### config.mk
export PLATFORM = sky130hd
export DESIGN_NAME = dual_tachometer_period_speed
export DESIGN_NICKNAME = d
export VERILOG_FILES = /design/src/rtl/tach_pkg.sv /design/src/rtl/tach_divider.sv /design/src/rtl/dual_tachometer_period_speed.sv
export SDC_FILE = /design/constraint.sdc
export NUM_CORES = 1
export LEC_CHECK = 0
export ABC_AREA = 1
export BUFFER_PORTS_ARGS = -buffer_cell sky130_fd_sc_hd__buf_2
export CORE_ASPECT_RATIO = 0.75
export CORE_UTILIZATION = 38
export CTS_CLUSTER_SIZE = 20
export DETAILED_ROUTE_END_ITERATION = 12
export HOLD_SLACK_MARGIN = 0.06
export SLEW_MARGIN = 10
export SYNTH_ARGS = -nofsm -noshare
export SYNTH_HDL_FRONTEND = slang
export SYNTH_HIERARCHICAL = 1
export SYNTH_SLANG_ARGS = --single-unit
### constraint.sdc
create_clock -name clk -period 10.5 [get_ports clk]
set_input_delay 2.1 -clock clk [delete_from_list [all_inputs] [get_ports clk]]
set_output_delay 2.1 -clock clk [all_outputs]
set_load 0.02 [all_outputs]
### src/rtl/tach_pkg.sv
`default_nettype none

package tach_pkg;

  localparam int NUM_CHANNELS = 2;
  localparam int MASK_W       = 2;
  localparam int STAMP_W      = 32;
  localparam int TICKS_W      = 16;
  localparam int CFG_W        = 32;
  localparam int DIV_CNT_W    = $clog2(STAMP_W);

  localparam logic [TICKS_W-1:0] TICKS_RESET = 16'd250;
  localparam logic [STAMP_W-1:0] NUMER_RESET = 32'd20000000;

  // configuration register indexes
  localparam logic CFG_TICKS = 1'b0;
  localparam logic CFG_NUMER = 1'b1;

  typedef struct packed {
    logic [MASK_W-1:0]  edge_mask;
    logic [STAMP_W-1:0] timestamp;
  } event_t;

  typedef struct packed {
    logic               channel;
    logic [STAMP_W-1:0] period;
    logic [STAMP_W-1:0] speed;
    logic               last;
  } result_t;

  typedef struct packed {
    logic               start;
    logic [STAMP_W-1:0] dividend;
    logic [STAMP_W-1:0] divisor;
  } div_req_t;

  typedef struct packed {
    logic               done;
    logic [STAMP_W-1:0] quotient;
  } div_rsp_t;

  typedef enum logic [4:0] {
    ST_IDLE = 5'b00001,
    ST_PICK = 5'b00010,
    ST_DIVP = 5'b00100,
    ST_DIVS = 5'b01000,
    ST_EMIT = 5'b10000
  } state_t;

endpackage

`default_nettype wire

### src/rtl/tach_divider.sv
`default_nettype none

// restoring divider, one quotient bit per cycle
// a zero divisor gives a quotient of all ones
module tach_divider (
  input  wire logic               clk,
  input  wire logic               rst,
  input  wire tach_pkg::div_req_t req,
  output tach_pkg::div_rsp_t      rsp
);

  localparam int W  = tach_pkg::STAMP_W;
  localparam int CW = tach_pkg::DIV_CNT_W;

  logic          busy;
  logic          done;
  logic [CW-1:0] cnt;
  logic [W-1:0]  rem;
  logic [W-1:0]  quo;
  logic [W-1:0]  dvs;

  logic [W:0]   shifted;
  logic [W+1:0] diff;
  logic         fits;

  assign shifted = {rem, quo[W-1]};
  assign diff    = {1'b0, shifted} - {2'b00, dvs};
  assign fits    = ~diff[W+1];

  always_ff @(posedge clk) begin
    if (rst) begin
      busy <= 1'b0;
      done <= 1'b0;
      cnt  <= '0;
    end else begin
      done <= 1'b0;
      if (req.start) begin
        busy <= 1'b1;
        cnt  <= CW'(W - 1);
      end else if (busy) begin
        cnt <= cnt - 1'b1;
        if (cnt == '0) begin
          busy <= 1'b0;
          done <= 1'b1;
        end
      end
    end
  end

  always_ff @(posedge clk) begin
    if (req.start) begin
      rem <= '0;
      quo <= req.dividend;
      dvs <= req.divisor;
    end else if (busy) begin
      if (fits) begin
        rem <= diff[W-1:0];
      end else begin
        rem <= shifted[W-1:0];
      end
      quo <= {quo[W-2:0], fits};
    end
  end

  assign rsp.done     = done;
  assign rsp.quotient = quo;

endmodule

`default_nettype wire

### src/rtl/dual_tachometer_period_speed.sv
// Period and speed measurement for two tachometer channels.
// An event arrives on event_valid/event_data/event_stall: a mask of channels
// that saw a rising edge and the down-counting timer value. For each channel
// in the mask, channel 1 first, one result leaves on
// result_valid/result_data/result_stall with the channel, the period
// (elapsed ticks / ticks_per_unit) and the speed (speed_numerator / period);
// last is set on the final result of the event. An empty mask gives nothing.
// Both divisions run on one shared 32-step restoring divider. event_stall
// is high from the transfer of an event until the cycle after its final
// result is loaded into the output register. A stalled receiver holds the
// output register; the sequencer waits before loading a further result and
// can take the next event once it has gone from the emit state through the
// pick state back to idle. cfg_we/cfg_index/cfg_data write ticks_per_unit
// (index 0) and speed_numerator (index 1); the user must write them only
// while idle, as the block itself does not enforce this.
// Reset (rst, synchronous) restores 250 and 20000000, clears both stored
// timestamps to zero and empties the output register.
`default_nettype none

module dual_tachometer_period_speed (
  input  wire logic                         clk,
  input  wire logic                         rst,
  input  wire logic                         cfg_we,
  input  wire logic                         cfg_index,
  input  wire logic [tach_pkg::CFG_W-1:0]   cfg_data,
  input  wire logic                         event_valid,
  output logic                              event_stall,
  input  wire tach_pkg::event_t             event_data,
  output logic                              result_valid,
  input  wire logic                         result_stall,
  output tach_pkg::result_t                 result_data
);

  localparam int W = tach_pkg::STAMP_W;

  tach_pkg::state_t state, state_next;

  logic [tach_pkg::TICKS_W-1:0] ticks_per_unit;
  logic [W-1:0]                 speed_numerator;
  logic [W-1:0]                 last_stamp [tach_pkg::NUM_CHANNELS];

  logic [tach_pkg::MASK_W-1:0]  pending, pending_next;
  logic [W-1:0]                 now_stamp, now_stamp_next;
  logic                         cur_ch, cur_ch_next;
  logic                         cur_last, cur_last_next;
  logic [W-1:0]                 period, period_next;

  logic                         sel_ch;
  logic [W-1:0]                 elapsed;
  logic                         stamp_we;
  logic                         load;

  tach_pkg::div_req_t div_req;
  tach_pkg::div_rsp_t div_rsp;

  tach_divider u_div (
    .clk (clk),
    .rst (rst),
    .req (div_req),
    .rsp (div_rsp)
  );

  // highest pending channel goes first
  assign sel_ch  = pending[1];
  assign elapsed = last_stamp[sel_ch] - now_stamp;

  always_comb begin
    state_next       = state;
    pending_next     = pending;
    now_stamp_next   = now_stamp;
    cur_ch_next      = cur_ch;
    cur_last_next    = cur_last;
    period_next      = period;
    stamp_we         = 1'b0;
    load             = 1'b0;
    div_req.start    = 1'b0;
    div_req.dividend = elapsed;
    div_req.divisor  = {{(W - tach_pkg::TICKS_W){1'b0}}, ticks_per_unit};
    case (state)
      tach_pkg::ST_IDLE: begin
        if (event_valid) begin
          pending_next   = event_data.edge_mask;
          now_stamp_next = event_data.timestamp;
          state_next     = tach_pkg::ST_PICK;
        end
      end
      tach_pkg::ST_PICK: begin
        if (pending == '0) begin
          state_next = tach_pkg::ST_IDLE;
        end else begin
          div_req.start = 1'b1;
          stamp_we      = 1'b1;
          cur_ch_next   = sel_ch;
          cur_last_next = sel_ch ? ~pending[0] : 1'b1;
          pending_next  = sel_ch ? {1'b0, pending[0]} : 2'b00;
          state_next    = tach_pkg::ST_DIVP;
        end
      end
      tach_pkg::ST_DIVP: begin
        if (div_rsp.done) begin
          period_next      = div_rsp.quotient;
          div_req.start    = 1'b1;
          div_req.dividend = speed_numerator;
          div_req.divisor  = div_rsp.quotient;
          state_next       = tach_pkg::ST_DIVS;
        end
      end
      tach_pkg::ST_DIVS: begin
        if (div_rsp.done) begin
          state_next = tach_pkg::ST_EMIT;
        end
      end
      tach_pkg::ST_EMIT: begin
        if (!result_valid || !result_stall) begin
          load       = 1'b1;
          state_next = tach_pkg::ST_PICK;
        end
      end
      default: begin
        state_next = tach_pkg::ST_IDLE;
      end
    endcase
  end

  always_ff @(posedge clk) begin
    if (rst) begin
      state           <= tach_pkg::ST_IDLE;
      pending         <= '0;
      result_valid    <= 1'b0;
      ticks_per_unit  <= tach_pkg::TICKS_RESET;
      speed_numerator <= tach_pkg::NUMER_RESET;
      for (int c = 0; c < tach_pkg::NUM_CHANNELS; c++) begin
        last_stamp[c] <= '0;
      end
    end else begin
      state   <= state_next;
      pending <= pending_next;
      if (load) begin
        result_valid <= 1'b1;
      end else if (!result_stall) begin
        result_valid <= 1'b0;
      end
      if (cfg_we) begin
        case (cfg_index)
          tach_pkg::CFG_TICKS: ticks_per_unit  <= cfg_data[tach_pkg::TICKS_W-1:0];
          tach_pkg::CFG_NUMER: speed_numerator <= cfg_data;
          default: begin
          end
        endcase
      end
      if (stamp_we) begin
        last_stamp[sel_ch] <= now_stamp;
      end
    end
  end

  always_ff @(posedge clk) begin
    now_stamp <= now_stamp_next;
    cur_ch    <= cur_ch_next;
    cur_last  <= cur_last_next;
    period    <= period_next;
    if (load) begin
      result_data.channel <= cur_ch;
      result_data.period  <= period;
      result_data.speed   <= div_rsp.quotient;
      result_data.last    <= cur_last;
    end
  end

  assign event_stall = (state != tach_pkg::ST_IDLE);

endmodule

`default_nettype wire

==> metrics.md <==
| Metric | Value |
|---|---|
| CTS Buf Count | `37` |
| Clock skew | `11.6 ps` |
| Largest net degree at the start of global routing | `80` |
| Reg area | `9730 um2` |
| Routability cong. | `0.949` |
| Kind of critical path | `input port to flop` |
| Maximum vdd ir drop | `0.119 mV` |
| Non-Filler Instances | `3059` |
| Clock slew at reported path FFs | `60 ps` |
| Gr ovfl total | `0` |
| Post-synthesis simple-gate area fraction | `27.3%` |
| Postcts setup bufs | `0` |
| Fill count | `4775` |
| Placed insts | `2993` |
| Leak Pwr | `10.1 nW` |
| Critical-path maximum fanout | `54` |
| Starting DRT DRC Count | `1227` |
| Fin util | `44.2%` |
| Number of global-route vias before repair | `14200` |
| Async SR Flop Fraction | `0%` |
| Worst EP arrival | `3900 ps` |
| Hpwl dp | `35.6 mm` |
| Area contributors post-synth | `edfxtp_1 42%, nand2_1 15%, dfxtp_1 10%` |
| Highest clock rate | `0.268 GHz` |
| Chip height | `194 um` |
| Post-synthesis mux area share | `1.86%` |
| DRC viols | `0` |
| Port Buf Inserts | `139` |
| Post-Synth Adder-Cell Area | `4.77%` |
| Number of synthesized flops with an enable pin | `260` |
| Number of synthesized register bits | `356` |
| Tot GR Track Use | `19.6%` |
| First-pass DRT Iterations | `5` |
| Post-CTS Hold Buffers | `0` |
| Status | `completed` |
| CTS tree | `built` |
| Worst setup EP type | `flop` |
| Setup TNS | `0 ps` |
| Drt wl/cell | `15.9 um` |
| RSZ-0062 raised after global routing | `no` |
| Compound-Gate Fraction of Synth Area | `3.79%` |
| Max clock buf depth | `3` |
| Final #Nets | `2535` |
| Post-synthesis cell count | `2263` |
| Post-CTS Resized | `0` |
| XOR/XNOR share of the synthesized area | `1.41%` |
| Final worst-path cycle share | `35.5%` |
| Post-synth top flop | `edfxtp_1` |
| Most frequent cells after synthesis | `770 x nand2_1, 343 x inv_1, 260 x edfxtp_1` |
| Htree depth | `2` |
| Via density per instance | `4.85` |
| Pwr dens | `203 nW/um2` |
| Final Critical Period | `3720 ps` |
| Area share of the largest cell type after synthesis | `41.8%` |
| Class of the most critical hold timing path | `flop to flop` |
| Total of max-cap violations | `0` |
| DP Area | `20000 um2` |
| Post-synth top area cell | `edfxtp_1` |
| Main combinational cell family by area after synthesis | `simple AND/OR/NAND/NOR gates` |
| Routed vias | `14800` |
| Worst Max-Slew Pin Slew | `1170 ps` |
| Global-route wire length before repair | `77.6 mm` |
| Avg Cell Area, Syn | `8.25 um2` |
| Ys Warns | `6` |
| Worst EP required | `10670 ps` |
| Synth unique cells | `52` |
| Multi-input gate area | `7330 um2` |
| Cell Area, Synth | `18700 um2` |
| Post-route ant nets | `0` |
| Fin area | `21200 um2` |
| Fin Hold WS | `411 ps` |
| Row Count | `69` |
| Area of the core | `47900 um2` |
| Relative max-transition margin | `21.3%` |
| Clk_lat worst skew | `530 ps` |
| Layout cells sized above 1 | `11.9%` |
| Area of the die | `50100 um2` |
| Count leader, synth | `nand2_1` |
| Root Buffer | `clkbuf_16` |
| Fin. Hold Viols | `0` |
| Part of the Yosys area used for sequential elements | `52.1%` |
| I/O pin total | `140` |
| Max-slew violations | `0` |
| Worst Setup Start Kind | `input port` |
| Syn nets | `2405` |
| Endpoints failing setup | `0` |
| Drt total wl | `48.5 mm` |
| P&R area growth vs syn | `13.5%` |
| Die X | `258 um` |
| Antenna violations before repair | `1` |
| Initial Util | `39.0%` |
| CTS Sinks | `356` |
[worst max-delay path, stage by stage]
cell,delay [ps]
buf_2,190
inv_1,130
buf_4,460
nand4_1,170
buf_4,270
nand2_1,100
buf_4,400
[metrics by stage]
| step | total power, W | setup slack, ps |
|---|---|---|
| after CTS | 0.00433 | 6820 |
| after global routing | 0.00458 | 6640 |
| final | 0.00430 | 6780 |
| after detailed placement | 0.00298 | 6270 |
| after global placement | 0.00296 | 6340 |
| after floorplan | 0.00262 | 4660 |
[logic make-up (layout without fill, tap and decap cells)]
family	after synthesis	in the layout
buffers and inverters	415	571
muxes	31	31
AOI/OAI and AO/OA	130	130
xor gates and xnor gates	30	30
adders and majority gates	70	70
other	0	1
and+or+nand+nor	1231	1231
DFF	356	356
[state kept, by name, summed over array words and instances, names as in the netlist, 2 cells and up, named ones only]
signal and flops:
speed_numerator 32, u_div/cnt 5, ticks_per_unit 16, period 32
u_div/dvs 32, pending 2, state 5, last_stamp 64
u_div/rem 32, u_div/quo 32, result_data 66, now_stamp 32
[area by class of cell]
cell class,instances,area share (%)
clock buffer,48,4.66
inverter,354,6.27
clock inverter,17,1.04
timing repair buffer,152,3.74
antenna,1,0.0118
sequential,356,45.9
tap,639,3.77
multi-input combinational,1492,34.6
[final timing paths]
kind / to / slack, ps / from / cells after the start
setup / recovery: last_stamp[0][2] / 6780 / rst / 7
hold / removal: result_data[49] / 410 / period[16] / 0
setup reg to reg: u_div/quo[3] / 7230 / u_div/done / 9
hold reg to reg: result_data[49] / 410 / period[16] / 0
[layout by cell type, fill, tap and decap left out, drive strengths merged, types with 2 or more instances in the layout]
master and instances:
a21oi 50, a31oi 3, and2 2, buf 152
bufinv 5, clkbuf 48, clkinv 13, dfxtp 96
edfxtp 260, fa 2, ha 68, inv 353
mux2 30, nand2 782, nand3 151, nand3b 12
nand4 20, nor2 246, nor3 9, nor4 4
o21ai 64, o21bai 6, or2 4, xnor2 13
xor2 17
[layer usage]
layer / track usage (%) / routed length (um) / vias up
met5: 0 / 0 / -
met4: 4.89 / 1030 / 0
met3: 3.50 / 3430 / 65
met2: 28.9 / 19700 / 442
met1: 29.4 / 24300 / 6904
li1: - / - / 7432
[power by group]
| part | internal [W] | switching, W |
|---|---|---|
| sequential | 0.00163 | 0.0000541 |
| combinational | 0.000418 | 0.000851 |
| clock | 0.000791 | 0.000553 |
(Power assumes the default switching activity.)
